--- config.mk ---
export PLATFORM = sky130hd
export DESIGN_NAME = lru_page_replacement_flat
export DESIGN_NICKNAME = d
export VERILOG_FILES = /design/src/hdl/lrupr_pkg.sv /design/src/hdl/lrupr_if.sv /design/src/hdl/lrupr_frame_mem.sv /design/src/hdl/lrupr_scan.sv /design/src/hdl/lru_page_replacement.sv /design/src/flat_wrapper.sv
export SDC_FILE = /design/constraint.sdc
export NUM_CORES = 1
export LEC_CHECK = 0
export BUFFER_PORTS_ARGS = -buffer_cell sky130_fd_sc_hd__buf_2
export CAP_MARGIN = 30
export CORE_AREA = 2 2 335 503
export DETAILED_ROUTE_END_ITERATION = 7
export DIE_AREA = 0 0 337 505
export RECOVER_POWER = 25
export SYNTH_ARGS = -nofsm -noshare
export SYNTH_HDL_FRONTEND = slang
export SYNTH_SLANG_ARGS = --single-unit
--- constraint.sdc ---
create_clock -name clk_i -period 17.3 [get_ports clk_i]
set_clock_uncertainty 0.15 [all_clocks]
set_input_delay 5.19 -clock clk_i [delete_from_list [all_inputs] [get_ports clk_i]]
set_output_delay 5.19 -clock clk_i [all_outputs]
set_load 0.02 [all_outputs]
--- src/hdl/lrupr_pkg.sv ---
`timescale 1ns / 1ps
`default_nettype none

package lrupr_pkg;

  // widest frame index (for FRAMES up to 64) and stored page that any parameter setting can produce
  localparam int IDX_MAX_W  = 6;
  localparam int PAGE_MAX_W = 16;

  localparam int PAGE_IN_W  = 16;
  localparam int SLOT_W     = 4;
  localparam int STAMP_W    = 32;
  localparam int FAULT_W    = 32;
  localparam int FCOUNT_W   = 5;

  localparam int APB_ADDR_W = 3;
  localparam int APB_DATA_W = 32;

  // register index taken from paddr[2]
  localparam logic REG_FRAME_COUNT = 1'b0;

  localparam logic [FCOUNT_W-1:0] FCOUNT_RESET = 5'd16;

  typedef enum logic [2:0] {
    S_IDLE,
    S_SCAN,
    S_DRAIN,
    S_UPDATE,
    S_DONE
  } state_e;

  typedef struct packed {
    logic                  hit;
    logic [IDX_MAX_W-1:0]  hit_idx;
    logic                  empty;
    logic [IDX_MAX_W-1:0]  empty_idx;
    logic [IDX_MAX_W-1:0]  min_idx;
    logic [PAGE_MAX_W-1:0] min_page;
  } scan_res_t;

endpackage

`default_nettype wire

--- src/hdl/lrupr_if.sv ---
`timescale 1ns / 1ps
`default_nettype none

interface lrupr_req_if;
  logic        valid;
  logic        ready;
  logic [15:0] page_number;

  modport source (output valid, output page_number, input ready);
  modport sink   (input valid, input page_number, output ready);
endinterface

interface lrupr_rsp_if;
  logic        valid;
  logic        ready;
  logic        hit;
  logic [3:0]  slot;
  logic        evicted_valid;
  logic [15:0] evicted_page;
  logic [31:0] fault_total;

  modport source (
    output valid, output hit, output slot, output evicted_valid,
    output evicted_page, output fault_total, input ready
  );
  modport sink (
    input valid, input hit, input slot, input evicted_valid,
    input evicted_page, input fault_total, output ready
  );
endinterface

`default_nettype wire

--- src/hdl/lrupr_frame_mem.sv ---
`timescale 1ns / 1ps
`default_nettype none

module lrupr_frame_mem import lrupr_pkg::*; #(
  parameter int DEPTH = 16,
  parameter int IDX_W = 4,
  parameter int PW    = 16
) (
  input  logic               clk_i,
  input  logic               we_i,
  input  logic [IDX_W-1:0]   wr_idx_i,
  input  logic [PW-1:0]      wr_page_i,
  input  logic [STAMP_W-1:0] wr_stamp_i,
  input  logic               re_i,
  input  logic [IDX_W-1:0]   rd_idx_i,
  output logic [PW-1:0]      rd_page_o,
  output logic [STAMP_W-1:0] rd_stamp_o
);

  logic [PW-1:0]      page_mem  [DEPTH];
  logic [STAMP_W-1:0] stamp_mem [DEPTH];

  always_ff @(posedge clk_i) begin
    if (we_i) begin
      page_mem[wr_idx_i]  <= wr_page_i;
      stamp_mem[wr_idx_i] <= wr_stamp_i;
    end
  end

  always_ff @(posedge clk_i) begin
    if (re_i) begin
      rd_page_o  <= page_mem[rd_idx_i];
      rd_stamp_o <= stamp_mem[rd_idx_i];
    end
  end

endmodule

`default_nettype wire

--- src/hdl/lrupr_scan.sv ---
`timescale 1ns / 1ps
`default_nettype none

module lrupr_scan import lrupr_pkg::*; #(
  parameter int IDX_W = 4,
  parameter int PW    = 16
) (
  input  logic               clk_i,
  input  logic               rst_ni,
  input  logic               clr_i,
  input  logic               ent_vld_i,
  input  logic               ent_valid_i,
  input  logic [PW-1:0]      ent_page_i,
  input  logic [STAMP_W-1:0] ent_stamp_i,
  input  logic [IDX_W-1:0]   ent_idx_i,
  input  logic [PW-1:0]      key_i,
  output scan_res_t          res_o
);

  logic               hit_q, hit_d;
  logic [IDX_W-1:0]   hit_idx_q, hit_idx_d;
  logic               empty_q, empty_d;
  logic [IDX_W-1:0]   empty_idx_q, empty_idx_d;
  logic               min_vld_q, min_vld_d;
  logic [IDX_W-1:0]   min_idx_q, min_idx_d;
  logic [STAMP_W-1:0] min_stamp_q, min_stamp_d;
  logic [PW-1:0]      min_page_q, min_page_d;
  logic               page_eq;
  logic               stamp_lt;

  assign page_eq  = ent_page_i == key_i;
  assign stamp_lt = ent_stamp_i < min_stamp_q;

  always_comb begin
    hit_d       = hit_q;
    hit_idx_d   = hit_idx_q;
    empty_d     = empty_q;
    empty_idx_d = empty_idx_q;
    min_vld_d   = min_vld_q;
    min_idx_d   = min_idx_q;
    min_stamp_d = min_stamp_q;
    min_page_d  = min_page_q;
    if (clr_i) begin
      hit_d     = 1'b0;
      empty_d   = 1'b0;
      min_vld_d = 1'b0;
    end else if (ent_vld_i) begin
      // first match and first hole win, ties on stamp keep the lower index
      if (ent_valid_i && page_eq && !hit_q) begin
        hit_d     = 1'b1;
        hit_idx_d = ent_idx_i;
      end
      if (!ent_valid_i && !empty_q) begin
        empty_d     = 1'b1;
        empty_idx_d = ent_idx_i;
      end
      if (ent_valid_i && (!min_vld_q || stamp_lt)) begin
        min_vld_d   = 1'b1;
        min_idx_d   = ent_idx_i;
        min_stamp_d = ent_stamp_i;
        min_page_d  = ent_page_i;
      end
    end
  end

  always_ff @(posedge clk_i or negedge rst_ni) begin
    if (!rst_ni) begin
      hit_q     <= 1'b0;
      empty_q   <= 1'b0;
      min_vld_q <= 1'b0;
    end else begin
      hit_q     <= hit_d;
      empty_q   <= empty_d;
      min_vld_q <= min_vld_d;
    end
  end

  always_ff @(posedge clk_i) begin
    hit_idx_q   <= hit_idx_d;
    empty_idx_q <= empty_idx_d;
    min_idx_q   <= min_idx_d;
    min_stamp_q <= min_stamp_d;
    min_page_q  <= min_page_d;
  end

  always_comb begin
    res_o.hit       = hit_q;
    res_o.hit_idx   = IDX_MAX_W'(hit_idx_q);
    res_o.empty     = empty_q;
    res_o.empty_idx = IDX_MAX_W'(empty_idx_q);
    res_o.min_idx   = IDX_MAX_W'(min_idx_q);
    res_o.min_page  = PAGE_MAX_W'(min_page_q);
  end

endmodule

`default_nettype wire

--- src/hdl/lru_page_replacement.sv ---
`timescale 1ns / 1ps
`default_nettype none

// LRU page replacement with per-frame use stamps. Each request item carries one
// page number; the block searches the first frame_count frames (0 reads as 1,
// values above FRAMES read as FRAMES) and returns one response item with hit,
// the frame used, the evicted page if a resident page was replaced, and the
// saturating fault count. A single compare unit visits one frame per cycle
// through the frame memory's read port. After acceptance an item passes through
// the scan reads, a drain of the last read, the frame update and the load of the
// output register, which waits while the output still holds an unaccepted
// response; the next request is taken only after the previous result has been
// moved into the output register. Stamps come from a wrapping 32-bit counter
// and are compared as unsigned values. The frame_count register sits at APB
// byte address 0; the user must write it only while the block is idle, as the
// block itself does not enforce this.
module lru_page_replacement import lrupr_pkg::*; #(
  parameter int FRAMES    = 16,
  parameter int PAGE_BITS = 16
) (
  input  logic                  clk_i,
  input  logic                  rst_ni,
  input  logic                  psel,
  input  logic                  penable,
  input  logic                  pwrite,
  input  logic [APB_ADDR_W-1:0] paddr,
  input  logic [APB_DATA_W-1:0] pwdata,
  output logic [APB_DATA_W-1:0] prdata,
  output logic                  pready,
  lrupr_req_if.sink             req_if,
  lrupr_rsp_if.source           rsp_if
);

  localparam int IDX_W = (FRAMES > 1) ? $clog2(FRAMES) : 1;
  localparam int CNT_W = $clog2(FRAMES + 1);
  localparam int NW    = (CNT_W > FCOUNT_W) ? CNT_W : FCOUNT_W;
  localparam int PW    = (PAGE_BITS < PAGE_IN_W) ? PAGE_BITS : PAGE_IN_W;

  state_e state_q, state_d;

  logic [FCOUNT_W-1:0] fc_q;
  logic [NW-1:0]       fc_ext;
  logic [CNT_W-1:0]    n_act;
  logic                last_issue;

  logic [PW-1:0]      page_q;
  logic [CNT_W-1:0]   rd_idx_q;
  logic               ent_vld_q;
  logic [IDX_W-1:0]   ent_idx_q;
  logic [FRAMES-1:0]  valid_q;
  logic [STAMP_W-1:0] use_q;
  logic [FAULT_W-1:0] fault_q;
  logic [STAMP_W-1:0] use_next;

  logic accept;
  logic rd_en;
  logic scan_clr;
  logic mem_we;
  logic load_out;
  logic cfg_wr;

  logic [PW-1:0]      rd_page;
  logic [STAMP_W-1:0] rd_stamp;
  scan_res_t          scan_res;

  logic [IDX_W-1:0] slot_sel;
  logic             evict;

  logic                  res_hit_q;
  logic [IDX_W-1:0]      res_slot_q;
  logic                  res_evict_q;
  logic [PAGE_MAX_W-1:0] res_page_q;

  logic                  out_vld_q;
  logic                  out_hit_q;
  logic [SLOT_W-1:0]     out_slot_q;
  logic                  out_evict_q;
  logic [PAGE_IN_W-1:0]  out_page_q;
  logic [FAULT_W-1:0]    out_fault_q;

  // configuration port
  assign pready = 1'b1;
  assign cfg_wr = psel && penable && pwrite && pready;
  assign prdata = (paddr[2] == REG_FRAME_COUNT) ? APB_DATA_W'(fc_q) : '0;

  always_ff @(posedge clk_i or negedge rst_ni) begin
    if (!rst_ni) begin
      fc_q <= FCOUNT_RESET;
    end else if (cfg_wr && paddr[2] == REG_FRAME_COUNT) begin
      fc_q <= pwdata[FCOUNT_W-1:0];
    end
  end

  // clamp the frame count into 1..FRAMES
  assign fc_ext = NW'(fc_q);
  always_comb begin
    if (fc_q == '0) begin
      n_act = CNT_W'(1);
    end else if (fc_ext > NW'(FRAMES)) begin
      n_act = CNT_W'(FRAMES);
    end else begin
      n_act = fc_ext[CNT_W-1:0];
    end
  end

  assign last_issue = rd_idx_q == (n_act - CNT_W'(1));
  assign accept     = req_if.valid && req_if.ready;

  // sequencer
  always_comb begin
    state_d = state_q;
    case (state_q)
      S_IDLE: begin
        if (accept) state_d = S_SCAN;
      end
      S_SCAN: begin
        if (last_issue) state_d = S_DRAIN;
      end
      S_DRAIN:  state_d = S_UPDATE;
      S_UPDATE: state_d = S_DONE;
      S_DONE: begin
        if (!out_vld_q || rsp_if.ready) state_d = S_IDLE;
      end
      default:  state_d = S_IDLE;
    endcase
  end

  always_comb begin
    req_if.ready = 1'b0;
    rd_en        = 1'b0;
    mem_we       = 1'b0;
    load_out     = 1'b0;
    case (state_q)
      S_IDLE:   req_if.ready = 1'b1;
      S_SCAN:   rd_en = 1'b1;
      S_DRAIN:  ;
      S_UPDATE: mem_we = 1'b1;
      S_DONE:   load_out = !out_vld_q || rsp_if.ready;
      default:  ;
    endcase
  end

  assign scan_clr = accept;

  always_ff @(posedge clk_i or negedge rst_ni) begin
    if (!rst_ni) begin
      state_q <= S_IDLE;
    end else begin
      state_q <= state_d;
    end
  end

  // scan address and entry tracking
  always_ff @(posedge clk_i or negedge rst_ni) begin
    if (!rst_ni) begin
      rd_idx_q  <= '0;
      ent_vld_q <= 1'b0;
    end else begin
      ent_vld_q <= rd_en;
      if (accept) begin
        rd_idx_q <= '0;
      end else if (rd_en) begin
        rd_idx_q <= rd_idx_q + CNT_W'(1);
      end
    end
  end

  always_ff @(posedge clk_i) begin
    ent_idx_q <= rd_idx_q[IDX_W-1:0];
    if (accept) begin
      page_q <= req_if.page_number[PW-1:0];
    end
  end

  lrupr_frame_mem #(
    .DEPTH (FRAMES),
    .IDX_W (IDX_W),
    .PW    (PW)
  ) u_mem (
    .clk_i      (clk_i),
    .we_i       (mem_we),
    .wr_idx_i   (slot_sel),
    .wr_page_i  (page_q),
    .wr_stamp_i (use_next),
    .re_i       (rd_en),
    .rd_idx_i   (rd_idx_q[IDX_W-1:0]),
    .rd_page_o  (rd_page),
    .rd_stamp_o (rd_stamp)
  );

  lrupr_scan #(
    .IDX_W (IDX_W),
    .PW    (PW)
  ) u_scan (
    .clk_i       (clk_i),
    .rst_ni      (rst_ni),
    .clr_i       (scan_clr),
    .ent_vld_i   (ent_vld_q),
    .ent_valid_i (valid_q[ent_idx_q]),
    .ent_page_i  (rd_page),
    .ent_stamp_i (rd_stamp),
    .ent_idx_i   (ent_idx_q),
    .key_i       (page_q),
    .res_o       (scan_res)
  );

  // pick the frame to touch: hit, else first hole, else oldest stamp
  always_comb begin
    evict = 1'b0;
    if (scan_res.hit) begin
      slot_sel = scan_res.hit_idx[IDX_W-1:0];
    end else if (scan_res.empty) begin
      slot_sel = scan_res.empty_idx[IDX_W-1:0];
    end else begin
      slot_sel = scan_res.min_idx[IDX_W-1:0];
      evict    = 1'b1;
    end
  end

  assign use_next = use_q + STAMP_W'(1);

  always_ff @(posedge clk_i or negedge rst_ni) begin
    if (!rst_ni) begin
      valid_q <= '0;
      use_q   <= '0;
      fault_q <= '0;
    end else if (mem_we) begin
      valid_q[slot_sel] <= 1'b1;
      use_q             <= use_next;
      if (!scan_res.hit && fault_q != '1) begin
        fault_q <= fault_q + FAULT_W'(1);
      end
    end
  end

  always_ff @(posedge clk_i) begin
    if (mem_we) begin
      res_hit_q   <= scan_res.hit;
      res_slot_q  <= slot_sel;
      res_evict_q <= evict;
      res_page_q  <= evict ? scan_res.min_page : '0;
    end
  end

  // output register
  always_ff @(posedge clk_i or negedge rst_ni) begin
    if (!rst_ni) begin
      out_vld_q <= 1'b0;
    end else if (load_out) begin
      out_vld_q <= 1'b1;
    end else if (rsp_if.ready) begin
      out_vld_q <= 1'b0;
    end
  end

  always_ff @(posedge clk_i) begin
    if (load_out) begin
      out_hit_q   <= res_hit_q;
      out_slot_q  <= SLOT_W'(res_slot_q);
      out_evict_q <= res_evict_q;
      out_page_q  <= PAGE_IN_W'(res_page_q);
      out_fault_q <= fault_q;
    end
  end

  assign rsp_if.valid         = out_vld_q;
  assign rsp_if.hit           = out_hit_q;
  assign rsp_if.slot          = out_slot_q;
  assign rsp_if.evicted_valid = out_evict_q;
  assign rsp_if.evicted_page  = out_page_q;
  assign rsp_if.fault_total   = out_fault_q;

  a_busy_after_accept: assert property (
    @(posedge clk_i) disable iff (!rst_ni)
    accept |=> !req_if.ready
  ) else $error("request taken while an item is in flight");

  a_hit_no_evict: assert property (
    @(posedge clk_i) disable iff (!rst_ni)
    rsp_if.valid && rsp_if.hit |-> !rsp_if.evicted_valid && rsp_if.evicted_page == '0
  ) else $error("hit reported together with an eviction");

  a_fault_monotonic: assert property (
    @(posedge clk_i) disable iff (!rst_ni)
    mem_we |=> fault_q >= $past(fault_q)
  ) else $error("fault count went backwards");

  a_update_after_drain: assert property (
    @(posedge clk_i) disable iff (!rst_ni)
    mem_we |-> $past(state_q) == S_DRAIN && !ent_vld_q
  ) else $error("frame update before the scan finished");

endmodule

`default_nettype wire
--- src/flat_wrapper.sv ---
// flat-port wrapper written by rule: the top's interface ports become plain ports
module lru_page_replacement_flat import lrupr_pkg::*;
#(
  parameter int FRAMES    = 16,
  parameter int PAGE_BITS = 16
)
  (clk_i, rst_ni, psel, penable, pwrite, paddr, pwdata, prdata, pready, req_if_valid, req_if_page_number, req_if_ready, rsp_if_valid, rsp_if_hit, rsp_if_slot, rsp_if_evicted_valid, rsp_if_evicted_page, rsp_if_fault_total, rsp_if_ready);
  lrupr_req_if req_if_i ();
  lrupr_rsp_if rsp_if_i ();
  input  logic clk_i;
  input  logic rst_ni;
  input  logic psel;
  input  logic penable;
  input  logic pwrite;
  input  logic [APB_ADDR_W-1:0] paddr;
  input  logic [APB_DATA_W-1:0] pwdata;
  output logic [APB_DATA_W-1:0] prdata;
  output logic pready;
  input wire logic [$bits(req_if_i.valid)-1:0] req_if_valid;
  input wire logic [$bits(req_if_i.page_number)-1:0] req_if_page_number;
  output wire logic [$bits(req_if_i.ready)-1:0] req_if_ready;
  output wire logic [$bits(rsp_if_i.valid)-1:0] rsp_if_valid;
  output wire logic [$bits(rsp_if_i.hit)-1:0] rsp_if_hit;
  output wire logic [$bits(rsp_if_i.slot)-1:0] rsp_if_slot;
  output wire logic [$bits(rsp_if_i.evicted_valid)-1:0] rsp_if_evicted_valid;
  output wire logic [$bits(rsp_if_i.evicted_page)-1:0] rsp_if_evicted_page;
  output wire logic [$bits(rsp_if_i.fault_total)-1:0] rsp_if_fault_total;
  input wire logic [$bits(rsp_if_i.ready)-1:0] rsp_if_ready;
  assign req_if_i.valid = req_if_valid;
  assign req_if_i.page_number = req_if_page_number;
  assign req_if_ready = req_if_i.ready;
  assign rsp_if_valid = rsp_if_i.valid;
  assign rsp_if_hit = rsp_if_i.hit;
  assign rsp_if_slot = rsp_if_i.slot;
  assign rsp_if_evicted_valid = rsp_if_i.evicted_valid;
  assign rsp_if_evicted_page = rsp_if_i.evicted_page;
  assign rsp_if_fault_total = rsp_if_i.fault_total;
  assign rsp_if_i.ready = rsp_if_ready;
  lru_page_replacement #(.FRAMES(FRAMES), .PAGE_BITS(PAGE_BITS)) u_core (.clk_i(clk_i), .rst_ni(rst_ni), .psel(psel), .penable(penable), .pwrite(pwrite), .paddr(paddr), .pwdata(pwdata), .prdata(prdata), .pready(pready), .req_if(req_if_i), .rsp_if(rsp_if_i));
endmodule
==> flow_summary_export.csv <==
group,metric,value,unit
yosys,synth.most_common_cell,"edfxtp_1",
worst_setup_path,crit_type,"in -> out",
timing,rsz0062_at_grt,"false",
yosys,ys_warn_count,0,
cts,cts-root-buf,"clkbuf_16",
drt,drtIter0Drc,1283,
timing,fin_crit_sh,63.2,%
timing,whs,259,ps
timing,worst_slew_pin_slew,3010,ps
yosys,post_synth.cell_area_avg,21.1,µm²
yosys,synth.top_cell.area_share,70.5,%
drt,vias,18800,
power_and_ir_drop,power_density,137,mW/mm²
worst_setup_path,startpoint_type,"input pin",
place,io_buffers,89,
worst_setup_path,arrival,5590,ps
power_and_ir_drop,irDropWorstVdd,0.000113,V
yosys,async_reset_ff_share,9.16,%
timing,slew_violations,120,
drt,wire_per_inst,20.3,µm
cts,path_clk_slew,60,ps
finish,drive_gt1_share,26.7,%
drt,drt_pre_antenna_iters,5,
power_and_ir_drop,p_total,6.53,mW
drt,avgViaCountPerCell,4.25,
cts,cts_resized,0,
yosys,synth-seq-cells,1070,
timing,layout_min_cycle_time,10930,ps
worst_setup_path,cp.required,11960,ps
job,cap_violations,4,
finish,fin_nets,2217,
yosys,ys_top_cells_by_count,"968 x edfxtp_1, 244 x mux4_2, 97 x dfrtp_1, 61 x xnor2_1",
cts,worstSkewPairLatency,690,ps
power_and_ir_drop,p_leak,16.4,nW
timing,slew_headroom,-101,%
die,start_util,24.9,%
timing,fin_tns_setup,0,ps
place,gp_congestion,0.729,
global_routing,first_global_vias,19800,
drt,route.detailed.drc,0,
worst_setup_path,cp_max_fo,6,
die,pin_count,147,
place,hpwl,49500,µm
timing,max_clock_freq,0.0915,GHz
cts,cts_sinks,1070,
timing,setup_viol,0,
yosys,synth_area,0.0412,mm²
cts,clockBufferDepth,3,
worst_setup_path,r2r_slack,12380,ps
global_routing,grt.total_usage,10.5,%
status,status,"complete, but fails checks",
cts,h-tree-depth,3,
drt,drtAntennaViolNets,0,
place,place_area,0.0446,mm²
place,pre_cts_slack,6360,ps
status,violations,"max-capacitance violations, max-slew violations",
finish,design_area,0.0478,mm²
die,dieArea,0.170,mm²
die,core_area,0.166,mm²
yosys,ys_top_cells_by_area,"edfxtp_1 71%, mux4_2 13%, dfrtp_1 5.9%, xnor2_1 1.3%, xor2_1 1.1%",
drt,wl,89600,µm
die,core.rowCount,183,
worst_setup_path,critPathCaptureType,"output port",
min_path,hp-class,"reg -> reg",
die,die_w,337,µm
cts,cts_setup_buffers,0,
yosys,synth_cells,1953,
finish,num-fill-cells,16100,
timing,hold_viol,0,
finish,area_growth,16.0,%
cts,cts_buffers,87,
global_routing,gr-total-overflow,0,
timing,setup_ws,6370,ps
yosys,ys.flop_type,"edfxtp_1",
yosys,synth_cell_types,61,
yosys,synth_top_area_cell,"edfxtp_1",
cts,hold_buffers,0,
global_routing,grt_antenna_before_repair,3,
yosys,synth_edf_count,968,
global_routing,grt_pass1_wl,132000,µm
global_routing,grt_max_degree,54,
cts,cts_tree,"done",
die,die_h,505,µm
yosys,seq_area_frac_synth,76.6,%
[critical path, cell delays in order]
cell and delay, ps:
buf_2 130, nor2b_1 100, buf_2 170
[placed cells by master, fill, tap and decap left out, types with 6 or more instances in the layout]
cell type,n
bufinv_16,14
nand4_1,26
nand3_1,38
buf_4,58
clkinvlp_4,7
edfxtp_1,968
mux2i_1,8
clkinv_1,6
dfrtp_1,95
clkbuf_16,90
inv_1,40
o21ai_0,14
clkbuf_8,8
nor3_1,18
mux2_2,6
ha_1,35
buf_2,88
nor2_4,16
nor2b_1,7
conb_1,28
nand2b_1,6
o21bai_1,9
and3_1,11
clkbuf_1,20
or2_2,9
xnor2_1,61
mux4_2,244
and2_1,7
and2_0,10
clkinv_2,17
a21oi_1,15
nand2_1,51
xor2_1,53
nor4_1,7
nor2_1,37
[per-layer routing]
layer  up-vias  global-route usage, %  routed length, µm
met2       435                   19.8              49200
met4         0                   3.50               2130
met3        99                   1.12               2910
met5         -                      0                  0
li1       8156                      -                  -
met1     10100                   12.2              35300
[where the power goes]
| part | switching, mW | internal [mW] | leakage, nW | total (mW) |
|---|---|---|---|---|
| Sequential | 0.193 | 3.08 | 11.1 | 3.27 |
| Clock | 0.929 | 1.21 | 1.52 | 2.14 |
| Combinational | 0.610 | 0.510 | 3.85 | 1.12 |
| Total | 1.73 | 4.80 | 16.4 | 6.53 |
[state kept, by name, summed over array words and instances, names as in the netlist, 3 cells and up]
signal / flops
u_core.ent_idx_q: 4
u_core.fault_q: 32
u_core.fc_ext: 5
u_core.page_q: 16
u_core.rd_idx_q: 5
u_core.res_page_q: 16
u_core.res_slot_q: 4
u_core.rsp_if.evicted_page: 16
u_core.rsp_if.fault_total: 32
u_core.rsp_if.slot: 4
u_core.state_q: 3
u_core.u_mem.page_mem: 256
u_core.u_mem.rd_page_o: 16
u_core.u_mem.rd_stamp_o: 32
u_core.u_mem.stamp_mem: 512
u_core.u_scan.empty_idx_q: 4
u_core.u_scan.hit_idx_q: 4
u_core.u_scan.min_idx_q: 4
u_core.u_scan.min_page_q: 16
u_core.u_scan.min_stamp_q: 32
u_core.use_q: 32
u_core.valid_q: 16
[path summary, 6_finish.rpt]
path                                         start                           end  depth (start not counted)
worst min register to register  u_core.res_evict_q   u_core.rsp_if.evicted_valid                          0
worst max register to register   u_core.state_q[2]  u_core.u_mem.page_mem[6][10]                          7
min in group asynchronous                   rst_ni              u_core.use_q[21]                          1
worst min-delay path            u_core.res_evict_q   u_core.rsp_if.evicted_valid                          0
worst max-delay path                      paddr[2]                     prdata[2]                          3
max in group asynchronous                   rst_ni               u_core.use_q[5]                          2
[stage by stage]
step,instances,utilization [%]
2_1_floorplan,1979,-
3_3_place_gp,4226,26.9
3_5_place_dp,4241,27.0
4_1_cts,4403,28.9
5_1_grt,4418,28.9
6_report,4418,28.9
[cell type report]
class	count	area (µm²)	share of cell area (%)
flip-flops and latches	1070	31600	66.1
multi-input cells	767	9180	19.2
well taps	2220	2780	5.81
clock buffers	109	2400	5.03
repair buffers	157	965	2.02
clock inverters	53	728	1.52
inverters	41	154	0.322
diodes	1	2.50	0.00523
[logic make-up (layout without fill, tap and decap cells)]
kind of cell,count (synthesis),in the layout,share of synthesized area [%]
flops,1070,1070,76.6
simple gates,269,269,3.45
mux,258,258,13.7
buf+inv,142,360,1.65
xor+xnor,114,114,2.42
compound gates,63,63,1.06
fa+ha+maj,35,35,1.06
other cells,2,29,0.0182
No activity file was read; power rests on OpenSTA's default activity.
